<file path="config.mk">
export PLATFORM = sky130hd
export DESIGN_NAME = yuyv_to_planar_yuv420
export DESIGN_NICKNAME = d
export VERILOG_FILES = /design/src/sv/yuv420_pkg.sv /design/src/sv/yuv420_geom.sv /design/src/sv/yuyv_to_planar_yuv420.sv
export VERILOG_INCLUDE_DIRS = /design/src /design/src/sv
export SDC_FILE = /design/constraint.sdc
export NUM_CORES = 1
export LEC_CHECK = 0
export ABC_AREA = 1
export BUFFER_PORTS_ARGS = -buffer_cell sky130_fd_sc_hd__buf_2
export CAP_MARGIN = 20
export CORE_MARGIN = 3
export CORE_UTILIZATION = 35
export CTS_CLUSTER_DIAMETER = 200
export CTS_CLUSTER_SIZE = 30
export DETAILED_ROUTE_END_ITERATION = 7
export GPL_ROUTABILITY_DRIVEN = 0
export MAX_ROUTING_LAYER = met4
export PLACE_DENSITY = 0.49
export SLEW_MARGIN = 20
export SYNTH_ARGS = -nofsm -noshare
export SYNTH_HDL_FRONTEND = slang
export SYNTH_HIERARCHICAL = 1
export SYNTH_SLANG_ARGS = --single-unit
</file>
<file path="constraint.sdc">
create_clock -name clock -period 8.4 [get_ports clock]
set_input_delay 1.68 -clock clock [delete_from_list [all_inputs] [get_ports clock]]
set_output_delay 1.68 -clock clock [all_outputs]
set_load 0.02 [all_outputs]
</file>
<file path="src/sv/assert_macros.svh">
// Assertion macros shared by the converter RTL.
// No dependencies; included by the modules that carry assertions.
`ifndef ASSERT_MACROS_SVH
`define ASSERT_MACROS_SVH

// Clocked assertion, disabled while reset is high.
`define ASSERT_CLK(label, clk, rst, prop, msg) \
   label: assert property (@(posedge clk) disable iff (rst) prop) else $error(msg);

// Clocked assertion that also holds during reset.
`define ASSERT_ALWAYS(label, clk, prop, msg) \
   label: assert property (@(posedge clk) prop) else $error(msg);

`endif

</file>
<file path="src/sv/yuv420_pkg.sv">
// Shared types and constants for the YUYV to planar 4:2:0 converter.
// No dependencies.
package yuv420_pkg;

   // Field and register widths
   localparam int BYTE_W     = 8;
   localparam int SIZE_W     = 13;
   localparam int LUMA_PTR_W = 24;
   localparam int CHROMA_PTR_W = 23;
   localparam int PLANE_W    = 25;
   localparam int AREA_W     = 2 * SIZE_W;
   localparam int CSR_IDX_W  = 2;

   // Defaults
   localparam int DEF_MAX_WIDTH  = 4096;
   localparam int DEF_MAX_HEIGHT = 4096;
   localparam int RESET_WIDTH    = 640;
   localparam int RESET_HEIGHT   = 480;

   // Register indexes
   typedef enum logic [CSR_IDX_W-1:0] {
      CSR_FRAME_WIDTH  = 2'd0,
      CSR_FRAME_HEIGHT = 2'd1
   } csr_index_type;

   // Frame geometry handed to the datapath
   typedef struct packed {
      logic [SIZE_W-1:0]  eff_width;
      logic [SIZE_W-1:0]  eff_height;
      logic [PLANE_W-1:0] u_base;
      logic [PLANE_W-1:0] v_base;
      logic               busy;
   } geom_type;

endpackage

</file>
<file path="src/sv/yuv420_geom.sv">
// Frame size registers, clamping and plane base computation.
// Depends on yuv420_pkg and assert_macros.svh.
`include "assert_macros.svh"

module yuv420_geom #(
   parameter int MAX_WIDTH  = yuv420_pkg::DEF_MAX_WIDTH,
   parameter int MAX_HEIGHT = yuv420_pkg::DEF_MAX_HEIGHT
) (
   input  logic                                clock,
   input  logic                                reset,
   input  logic                                csr_write,
   input  logic [yuv420_pkg::CSR_IDX_W-1:0]    csr_index,
   input  logic [yuv420_pkg::SIZE_W-1:0]       csr_wdata,
   output yuv420_pkg::geom_type                geom
);
   import yuv420_pkg::*;

   localparam int MaxWEven = MAX_WIDTH - (MAX_WIDTH % 2);

   // Even width clamped to [2, MAX_WIDTH]
   function automatic logic [SIZE_W-1:0] clamp_w(input logic [SIZE_W-1:0] raw);
      logic [SIZE_W-1:0] w;
      w = {raw[SIZE_W-1:1], 1'b0};
      if (w < SIZE_W'(2)) begin
         w = SIZE_W'(2);
      end else if ({1'b0, w} > (SIZE_W+1)'(MAX_WIDTH)) begin
         w = SIZE_W'(MaxWEven);
      end
      return w;
   endfunction

   // Height clamped to [1, MAX_HEIGHT]
   function automatic logic [SIZE_W-1:0] clamp_h(input logic [SIZE_W-1:0] raw);
      logic [SIZE_W-1:0] h;
      h = raw;
      if (h < SIZE_W'(1)) begin
         h = SIZE_W'(1);
      end else if ({1'b0, h} > (SIZE_W+1)'(MAX_HEIGHT)) begin
         h = SIZE_W'(MAX_HEIGHT);
      end
      return h;
   endfunction

   localparam logic [SIZE_W-1:0] ResetEffW = clamp_w(SIZE_W'(RESET_WIDTH));
   localparam logic [SIZE_W-1:0] ResetEffH = clamp_h(SIZE_W'(RESET_HEIGHT));
   localparam logic [AREA_W-1:0] ResetArea = AREA_W'(ResetEffW) * AREA_W'(ResetEffH);
   localparam logic [AREA_W:0]   ResetV    = (AREA_W+1)'(ResetArea) + (AREA_W+1)'(ResetArea >> 2);

   logic [SIZE_W-1:0]  eff_w_ff, eff_w_in;
   logic [SIZE_W-1:0]  eff_h_ff, eff_h_in;
   logic [AREA_W-1:0]  area_ff, area_in;
   logic [PLANE_W-1:0] v_base_ff, v_base_in;
   logic [1:0]         settle_ff, settle_in;
   logic [AREA_W:0]    v_sum;

   // Register decode; unknown indexes are dropped
   always_comb begin
      eff_w_in = eff_w_ff;
      eff_h_in = eff_h_ff;
      if (csr_write) begin
         unique case (csr_index_type'(csr_index))
            CSR_FRAME_WIDTH:  eff_w_in = clamp_w(csr_wdata);
            CSR_FRAME_HEIGHT: eff_h_in = clamp_h(csr_wdata);
            default: ;
         endcase
      end
   end

   // Area, then V base = area * 5 / 4 = area + area / 4
   assign area_in   = AREA_W'(eff_w_ff) * AREA_W'(eff_h_ff);
   assign v_sum     = (AREA_W+1)'(area_ff) + (AREA_W+1)'(area_ff >> 2);
   assign v_base_in = v_sum[PLANE_W-1:0];

   // Busy holds while the area and V base registers follow a size write
   assign settle_in = csr_write ? 2'd2 : (settle_ff != 2'd0 ? settle_ff - 2'd1 : 2'd0);

   always_ff @(posedge clock) begin
      if (reset) begin
         eff_w_ff  <= ResetEffW;
         eff_h_ff  <= ResetEffH;
         area_ff   <= ResetArea;
         v_base_ff <= ResetV[PLANE_W-1:0];
         settle_ff <= 2'd0;
      end else begin
         eff_w_ff  <= eff_w_in;
         eff_h_ff  <= eff_h_in;
         area_ff   <= area_in;
         v_base_ff <= v_base_in;
         settle_ff <= settle_in;
      end
   end

   assign geom.eff_width  = eff_w_ff;
   assign geom.eff_height = eff_h_ff;
   assign geom.u_base     = area_ff[PLANE_W-1:0];
   assign geom.v_base     = v_base_ff;
   assign geom.busy       = settle_ff != 2'd0;

   `ASSERT_CLK(a_write_busy, clock, reset, csr_write |=> geom.busy, "geometry not busy after write")
   `ASSERT_CLK(a_width_legal, clock, reset, !eff_w_ff[0] && eff_w_ff >= SIZE_W'(2), "bad width")
   `ASSERT_CLK(a_area_settled, clock, reset,
      !geom.busy |-> area_ff == AREA_W'(eff_w_ff) * AREA_W'(eff_h_ff), "area stale when idle")

endmodule

</file>
<file path="src/sv/yuyv_to_planar_yuv420.sv">
// Top level of the YUYV to planar YUV 4:2:0 converter.
// Depends on yuv420_pkg, yuv420_geom and assert_macros.svh.
//
// Usage:
//   req_*  : one YUYV group (Y0 U Y1 V) per request, raster order.
//   rsp_*  : one result per request: luma bytes with their Y plane offset,
//            and on odd rows U and V with their plane offsets.
//   csr_*  : size writes, index 0 frame width, index 1 frame height.
// Result: an accepted request shows its result in the output register
// in the following cycle. Throughput: one request per cycle while each result
// is taken and no size write is settling; the path is one 25-bit add and
// the row/frame end compares. A size write recomputes the plane bases
// through a multiplier and an adder stage, and requests are held off until they settle.
// Reset: 640x480, all counters and pointers zero, output register empty.
// Receiver stall: the output register holds its result; a new request is
// taken in the same cycle the held result is taken, otherwise it waits.
// rsp_frame_last marks the last group; counters then wrap to zero.
`include "assert_macros.svh"

module yuyv_to_planar_yuv420 #(
   parameter int MAX_WIDTH  = yuv420_pkg::DEF_MAX_WIDTH,
   parameter int MAX_HEIGHT = yuv420_pkg::DEF_MAX_HEIGHT
) (
   input  logic                                   clock,
   input  logic                                   reset,
   // request channel
   input  logic                                   req_valid,
   output logic                                   req_ready,
   input  logic [yuv420_pkg::BYTE_W-1:0]          req_luma_first,
   input  logic [yuv420_pkg::BYTE_W-1:0]          req_chroma_blue,
   input  logic [yuv420_pkg::BYTE_W-1:0]          req_luma_second,
   input  logic [yuv420_pkg::BYTE_W-1:0]          req_chroma_red,
   // result channel
   output logic                                   rsp_valid,
   input  logic                                   rsp_ready,
   output logic [yuv420_pkg::LUMA_PTR_W-1:0]      rsp_luma_addr,
   output logic [yuv420_pkg::BYTE_W-1:0]          rsp_luma_a,
   output logic [yuv420_pkg::BYTE_W-1:0]          rsp_luma_b,
   output logic                                   rsp_chroma_valid,
   output logic [yuv420_pkg::PLANE_W-1:0]         rsp_u_addr,
   output logic [yuv420_pkg::PLANE_W-1:0]         rsp_v_addr,
   output logic [yuv420_pkg::BYTE_W-1:0]          rsp_u_out,
   output logic [yuv420_pkg::BYTE_W-1:0]          rsp_v_out,
   output logic                                   rsp_frame_last,
   // configuration channel
   input  logic                                   csr_valid,
   output logic                                   csr_ready,
   input  logic [yuv420_pkg::CSR_IDX_W-1:0]       csr_index,
   input  logic [yuv420_pkg::SIZE_W-1:0]          csr_wdata
);
   import yuv420_pkg::*;

   localparam int ColW  = (MAX_WIDTH / 2 > 1) ? $clog2(MAX_WIDTH / 2) : 1;
   localparam int RowW  = (MAX_HEIGHT > 1) ? $clog2(MAX_HEIGHT) : 1;
   localparam int CmpW  = SIZE_W + 1;

   geom_type geom;

   logic                    req_accept;
   logic                    rsp_load;

   logic [ColW-1:0]         col_ff, col_in;
   logic [RowW-1:0]         row_ff, row_in;
   logic [LUMA_PTR_W-1:0]   luma_ptr_ff, luma_ptr_in;
   logic [CHROMA_PTR_W-1:0] chroma_ptr_ff, chroma_ptr_in;

   logic                    odd_row;
   logic                    row_end;
   logic                    frame_end;
   logic [CmpW-1:0]         col_next;
   logic [CmpW-1:0]         row_next;
   logic [CmpW-1:0]         groups;
   logic [PLANE_W-1:0]      u_addr_in, v_addr_in;

   logic                    rsp_valid_ff;
   logic [LUMA_PTR_W-1:0]   luma_addr_ff;
   logic [BYTE_W-1:0]       luma_a_ff, luma_b_ff, u_out_ff, v_out_ff;
   logic                    chroma_valid_ff, frame_last_ff;
   logic [PLANE_W-1:0]      u_addr_ff, v_addr_ff;

   // Size registers and plane bases
   yuv420_geom #(
      .MAX_WIDTH  (MAX_WIDTH),
      .MAX_HEIGHT (MAX_HEIGHT)
   ) u_geom (
      .clock     (clock),
      .reset     (reset),
      .csr_write (csr_valid & csr_ready),
      .csr_index (csr_index),
      .csr_wdata (csr_wdata),
      .geom      (geom)
   );

   assign csr_ready = 1'b1;

   // Handshake: output register frees when empty or being taken
   assign rsp_load   = !rsp_valid_ff || rsp_ready;
   assign req_ready  = rsp_load && !geom.busy;
   assign req_accept = req_valid && req_ready;

   // Row and frame end detection
   assign groups    = CmpW'(geom.eff_width[SIZE_W-1:1]);
   assign col_next  = CmpW'(col_ff) + CmpW'(1);
   assign row_next  = CmpW'(row_ff) + CmpW'(1);
   assign odd_row   = row_ff[0];
   assign row_end   = col_next >= groups;
   assign frame_end = row_end && (row_next >= CmpW'(geom.eff_height));

   // Chroma plane offsets
   assign u_addr_in = odd_row ? geom.u_base + PLANE_W'(chroma_ptr_ff) : '0;
   assign v_addr_in = odd_row ? geom.v_base + PLANE_W'(chroma_ptr_ff) : '0;

   // Counter and pointer advance
   always_comb begin
      col_in        = col_ff;
      row_in        = row_ff;
      luma_ptr_in   = luma_ptr_ff;
      chroma_ptr_in = chroma_ptr_ff;
      if (req_accept) begin
         if (frame_end) begin
            col_in        = '0;
            row_in        = '0;
            luma_ptr_in   = '0;
            chroma_ptr_in = '0;
         end else begin
            luma_ptr_in = luma_ptr_ff + LUMA_PTR_W'(2);
            if (odd_row) begin
               chroma_ptr_in = chroma_ptr_ff + CHROMA_PTR_W'(1);
            end
            if (row_end) begin
               col_in = '0;
               row_in = row_next[RowW-1:0];
            end else begin
               col_in = col_next[ColW-1:0];
            end
         end
      end
   end

   // Control state
   always_ff @(posedge clock) begin
      if (reset) begin
         col_ff        <= '0;
         row_ff        <= '0;
         luma_ptr_ff   <= '0;
         chroma_ptr_ff <= '0;
         rsp_valid_ff  <= 1'b0;
      end else begin
         col_ff        <= col_in;
         row_ff        <= row_in;
         luma_ptr_ff   <= luma_ptr_in;
         chroma_ptr_ff <= chroma_ptr_in;
         if (rsp_load) begin
            rsp_valid_ff <= req_accept;
         end
      end
   end

   // Result register
   always_ff @(posedge clock) begin
      if (req_accept) begin
         luma_addr_ff    <= luma_ptr_ff;
         luma_a_ff       <= req_luma_first;
         luma_b_ff       <= req_luma_second;
         chroma_valid_ff <= odd_row;
         u_addr_ff       <= u_addr_in;
         v_addr_ff       <= v_addr_in;
         u_out_ff        <= odd_row ? req_chroma_blue : '0;
         v_out_ff        <= odd_row ? req_chroma_red : '0;
         frame_last_ff   <= frame_end;
      end
   end

   assign rsp_valid        = rsp_valid_ff;
   assign rsp_luma_addr    = luma_addr_ff;
   assign rsp_luma_a       = luma_a_ff;
   assign rsp_luma_b       = luma_b_ff;
   assign rsp_chroma_valid = chroma_valid_ff;
   assign rsp_u_addr       = u_addr_ff;
   assign rsp_v_addr       = v_addr_ff;
   assign rsp_u_out        = u_out_ff;
   assign rsp_v_out        = v_out_ff;
   assign rsp_frame_last   = frame_last_ff;

   `ASSERT_CLK(a_busy_blocks, clock, reset, geom.busy |-> !req_ready, "request taken while busy")
   `ASSERT_CLK(a_frame_wrap, clock, reset,
      req_accept && frame_end |=> col_ff == '0 && row_ff == '0 && luma_ptr_ff == '0,
      "counters did not wrap at frame end")
   `ASSERT_CLK(a_chroma_zero, clock, reset,
      rsp_valid && !rsp_chroma_valid |-> rsp_u_addr == '0 && rsp_v_addr == '0
         && rsp_u_out == '0 && rsp_v_out == '0, "chroma fields not zero on even row")
   `ASSERT_ALWAYS(a_reset_empty, clock, $past(reset) |-> !rsp_valid, "result after reset")

endmodule

</file>
### Word level (Yosys, flattened, before mapping)

Index checks and enable logic that the tools add are counted.

| operators by class | value |
|---|---|
| $add $sub $neg | 8 |
| multiply operators | 1 |
| order comparisons | 6 |
| equal/unequal tests | 1 |
| multiplexer cells | 13 |
| bitwise gates (word level) | 1 |
| reductions and logical operators | 15 |

Operator list:

| operator | count |
|---|---|
| 2-to-1 mux 13 bit | 4 |
| adder 25 x 23 -> 25 bit | 2 |
| 2-to-1 mux 23 bit | 2 |
| > comparator 13 bit, second input constant | 2 |
| multiplier 13 x 13 -> 26 bit | 1 |
| adder 25 x 24 -> 25 bit | 1 |
| adder 24 x 2 -> 24 bit, second input constant | 1 |
| 2-to-1 mux 12 bit | 2 |
| 2-to-1 mux 24 bit | 1 |
| adder 23 x 1 -> 23 bit, second input constant | 1 |
| 2-to-1 mux 11 bit | 2 |
| adder 12 x 1 -> 13 bit, second input constant | 1 |
| greater-or-equal comparator 13 bit | 1 |
| less-than comparator 13 x 1 -> 1 bit, second input constant | 1 |
| less-than comparator 13 x 2 -> 1 bit, second input constant | 1 |
| adder 11 x 1 -> 12 bit, second input constant | 1 |
| greater-or-equal comparator 12 bit | 1 |
| AND reduction 2 bit | 4 |
| nonzero test 2 bit | 3 |
| 2-to-1 mux 2 bit | 2 |
| logical AND 1 bit | 3 |
| OR reduction 3 bit | 1 |
| == test 2 x 1 -> 1 bit, second input constant | 1 |
| zero test 1 bit | 2 |
| 4 further kinds | 4 |

| word-level totals | value |
|---|---|
| flip-flop bits (word level) | 258 |
| output and inout port bits | 111 |
| logic and storage cells | 65 |

### Depth between registers and ports, before layout

| logic depth | value |
|---|---|
| word-level depth | 5 |
| depth in mapped cells | 24 |

### Hierarchy

Netlist, hierarchy kept.

Modules (own cells, without submodules):

| module | times used | cells each | area an instance (µm²) | sequential area each (µm²) |
|---|---|---|---|---|
| yuyv_to_planar_yuv420 | 1 | 1,493 | 11,135.7 | 4,614.4 |
| yuv420_geom | 1 | 1,455 | 9,794.4 | 1,541.5 |

### Worst setup path after synthesis

No wires, ideal clock.

| path | value |
|---|---|
| path type | input-to-reg |
| from | input port rsp_ready |
| to | register chroma_valid_ff (netlist: rsp_chroma_valid) (enable) |
| arrival | 5.176 ns |
| required time | 7.888 ns |
| slack | 2.711 ns |
| cell stages on the path | 5 |
| buffers on the path | 1 |
| path through | inv_1 -> nand2_1 -> nand3_2 -> inv_2 -> clkbuf_1 |

| between the ends | value |
|---|---|
| cells in the longest elaborated chain, start to end | 3 |

RTL lines:

| element | line | source |
|---|---|---|
| start: declaration | yuyv_to_planar_yuv420.sv:35 | `input logic rsp_ready,` |
| logical OR 1 bit | yuyv_to_planar_yuv420.sv:97 | `assign rsp_load = !rsp_valid_ff \|\| rsp_ready;` |
| logical AND 1 bit | yuyv_to_planar_yuv420.sv:98 | `assign req_ready = rsp_load && !geom.busy;` |
| logical AND 1 bit | yuyv_to_planar_yuv420.sv:99 | `assign req_accept = req_valid && req_ready;` |
| net req_accept | yuyv_to_planar_yuv420.sv:59 | `logic req_accept;` |
| end signal: assignment | yuyv_to_planar_yuv420.sv:165 | `chroma_valid_ff <= odd_row;` |
| end: declaration | yuyv_to_planar_yuv420.sv:78 | `logic chroma_valid_ff, frame_last_ff;` |

The timed path passes the listed nets, and every way through them passes these cells.
A chain may end at the register's enable or synchronous reset.

### Worst setup path in the final report

| path | value |
|---|---|
| from | register u_geom.eff_w_ff[7] |
| to | register u_geom.area_ff[18] |

| between the ends | value |
|---|---|
| cells in the longest elaborated chain, start to end | 1 |

RTL lines:

| element | line | source |
|---|---|---|
| start: declaration | yuv420_geom.sv:49 | `logic [SIZE_W-1:0] eff_w_ff, eff_w_in;` |
| start signal: assignment | yuv420_geom.sv:79 | `eff_w_ff <= ResetEffW;` |
| start signal: assignment | yuv420_geom.sv:85 | `eff_w_ff <= eff_w_in;` |
| multiplier 13 x 13 -> 26 bit | yuv420_geom.sv:70 | `assign area_in = AREA_W'(eff_w_ff) * AREA_W'(eff_h_ff);` |
| end signal: assignment | yuv420_geom.sv:81 | `area_ff <= ResetArea;` |
| end signal: assignment | yuv420_geom.sv:87 | `area_ff <= area_in;` |
| end: declaration | yuv420_geom.sv:51 | `logic [AREA_W-1:0] area_ff, area_in;` |

Every way passes these cells.

==> results_dict.tcl <==
set metrics [dict create \
    status "finished, final reports clean" \
    rsz0062_at_grt "no" \
    crit_path_start_kind "flop" \
    post-route-period-util_pct 61.12 \
    cts_resized 0 \
    multi_input_area_sq_um 12080 \
    start_util_pct 35.79 \
    cts.path.max_buffers 3 \
    root_buffer "clkbuf_16" \
    drt_iter0_markers 1032 \
    die_width_um 250.5 \
    layout_min_cycle_time_ns 5.134 \
    post-place-ws_ns 3.293 \
    p_per_area_nw_per_um2 133.2 \
    dp_cells 3785 \
    postCtsHoldBufs 0 \
    tns_ns 0 \
    firstDrtPassIters 5 \
    drc_errors 0 \
    max_slew_margin_pct 36.74 \
    fillers 6179 \
    final_nets 3367 \
    routed-via-count 18394 \
    overflow 0 \
    avgSynthCellArea_sq_um 7.100 \
    dpl_cell_area_sq_um 22230 \
    core_area_sq_um 58470 \
    cts_setup_buffers 0 \
    fmax_mhz 194.8 \
    viasPerCell 4.834 \
    cts.sinks 254 \
    grt_first_pass_wirelength_um 92880 \
    power.leakage_nw 11.64 \
    insertion_delay_ns 0.52 \
    antenna_found_initial 0 \
    fin_area_sq_um 22590 \
    finalMaxSlewViolations 0 \
    use_met1_pct 25.78 \
    dieArea_sq_um 62750 \
    clock_skew_ns 0.03377 \
    setup_slack_ns 3.266 \
    irDropWorstVdd_uv 113.5 \
    cap_viol_max_count 0 \
    whs_ns 0.4432 \
    final_layout_size_suffix_gt1_share_pct 6.941 \
    syn-num-nets 3280 \
    use_met3_pct 1.267 \
    finalSetupViolCount 0 \
    area_delta_synth_final_pct 7.990 \
    crit_type "flop to flop" \
    grt_pass1_vias 17359 \
    grt_use_met2_pct 29.96 \
    grtUsageTotal_pct 18.61 \
    arrival_ns 5.46 \
    synth_area_sq_um 20920 \
    regArea_sq_um 6157 \
    clkTransAtPathRegs_ns 0.13 \
    hpwlAfterDp_um 45530 \
    num_rows 88 \
    synthCells 2947 \
    grt_busiest_layer "met2" \
    fp.dieH_um 250.5 \
    final_hold_viol_count 0 \
    final_cells 3805 \
    cts_tree "done" \
    synth_warnings 6 \
    finalWirelength_um 57650 \
    ant_nets 0 \
    io_buffers 160 \
    grt_max_degree 73 \
    io_pins 163 \
    cp-end-kind "flop" \
    routedWlPerCell_um 15.15 \
    cts_buffers 12 \
    worst_slew_pin_slew_ns 0.9489 \
    critPathMaxFanout 15 \
    htree_levels 1 \
    diodes 0 \
    hold_class "flop to flop" \
    critPathRequiredTime_ns 8.72 \
]
per-layer routing:
layer / share of wire [%] / up-vias
met4: 2.1 / 0
met1: 48 / 8673
met5: 0 / -
li1: - / 9277
met3: 4.1 / 50
met2: 46 / 394
power by group:
part           internal (mW)  leakage (nW)  switching (mW)  total, mW
sequential              1.37          2.24          0.0833       1.45
combinational          0.273          9.23           0.568      0.841
clock                  0.297         0.175           0.421      0.718
state kept, by name, summed over array words and instances, names as in the netlist, 2 cells and up:
| register | flops |
|---|---|
| rsp_u_out | 8 |
| rsp_luma_a | 8 |
| luma_ptr_ff | 23 |
| rsp_luma_b | 8 |
| u_geom/eff_w_ff | 12 |
| u_geom/eff_h_ff | 13 |
| row_ff | 12 |
| chroma_ptr_ff | 23 |
| u_geom/v_base_ff | 25 |
| rsp_luma_addr | 23 |
| rsp_u_addr | 25 |
| rsp_v_addr | 25 |
| u_geom/area_ff | 25 |
| rsp_v_out | 8 |
| col_ff | 11 |
| u_geom/settle_ff | 2 |
placed cells by master (no fill, tap or decap), types with 4 or more instances in the layout:
| cell type | count |
|---|---|
| a211oi_1 | 4 |
| a21o_1 | 4 |
| a21oi_1 | 190 |
| and2_1 | 4 |
| buf_2 | 160 |
| clkbuf_1 | 6 |
| clkbuf_16 | 13 |
| dfxtp_1 | 146 |
| edfxtp_1 | 107 |
| fa_1 | 113 |
| ha_1 | 168 |
| inv_1 | 580 |
| inv_2 | 4 |
| nand2_1 | 820 |
| nand2_2 | 9 |
| nand3_1 | 160 |
| nand3_2 | 5 |
| nand3b_1 | 7 |
| nand4_1 | 40 |
| nor2_1 | 292 |
| nor2_2 | 5 |
| nor3_1 | 24 |
| o21a_1 | 7 |
| o21ai_0 | 84 |
| o21bai_1 | 12 |
| xnor2_1 | 10 |
| xor2_1 | 30 |
worst paths after layout:
kind	cells after the start	slack [ns]	endpoint	from
max	18	3.27	u_geom/area_ff[18]$_SDFF_PP1_	u_geom/eff_w_ff[7]$_SDFFE_PP1P_
min	1	0.44	u_geom/settle_ff[0]$_SDFF_PP0_	u_geom/settle_ff[0]$_SDFF_PP0_
max reg2reg	18	3.27	u_geom/area_ff[18]$_SDFF_PP1_	u_geom/eff_w_ff[7]$_SDFFE_PP1P_
min reg2reg	1	0.44	u_geom/settle_ff[0]$_SDFF_PP0_	u_geom/settle_ff[0]$_SDFF_PP0_
metrics by stage:
stage          util, %  power, mW
6_report         38.64      3.010
5_1_grt          38.64      3.226
4_1_cts          38.64      3.056
3_5_place_dp     38.02      2.320
3_3_place_gp     38.02      2.314
2_1_floorplan        -      2.087
area by class of cell:
cell class / count / area share, %
clock buffers: 19 / 1.539
clock inverters: 1 / 0.07199
inverters: 588 / 9.791
multi-input cells: 2015 / 53.47
flip-flops and latches: 254 / 27.25
well taps: 765 / 4.236
repair buffers: 163 / 3.644
worst max-delay path, stage by stage (launching register included):
cell and delay (ns):
dfxtp_1 0.78, nand2_1 0.17, fa_1 0.59, fa_1 0.46, fa_1 0.50, inv_1 0.06
fa_1 0.52, inv_1 0.05, fa_1 0.52, inv_1 0.04, ha_1 0.34, nand2_1 0.15
inv_1 0.05, a21oi_1 0.14, nand3_1 0.19, nand2_1 0.13, nand2_1 0.05, nand2_1 0.05
nand3_1 0.12
(Power assumes the default switching activity.)
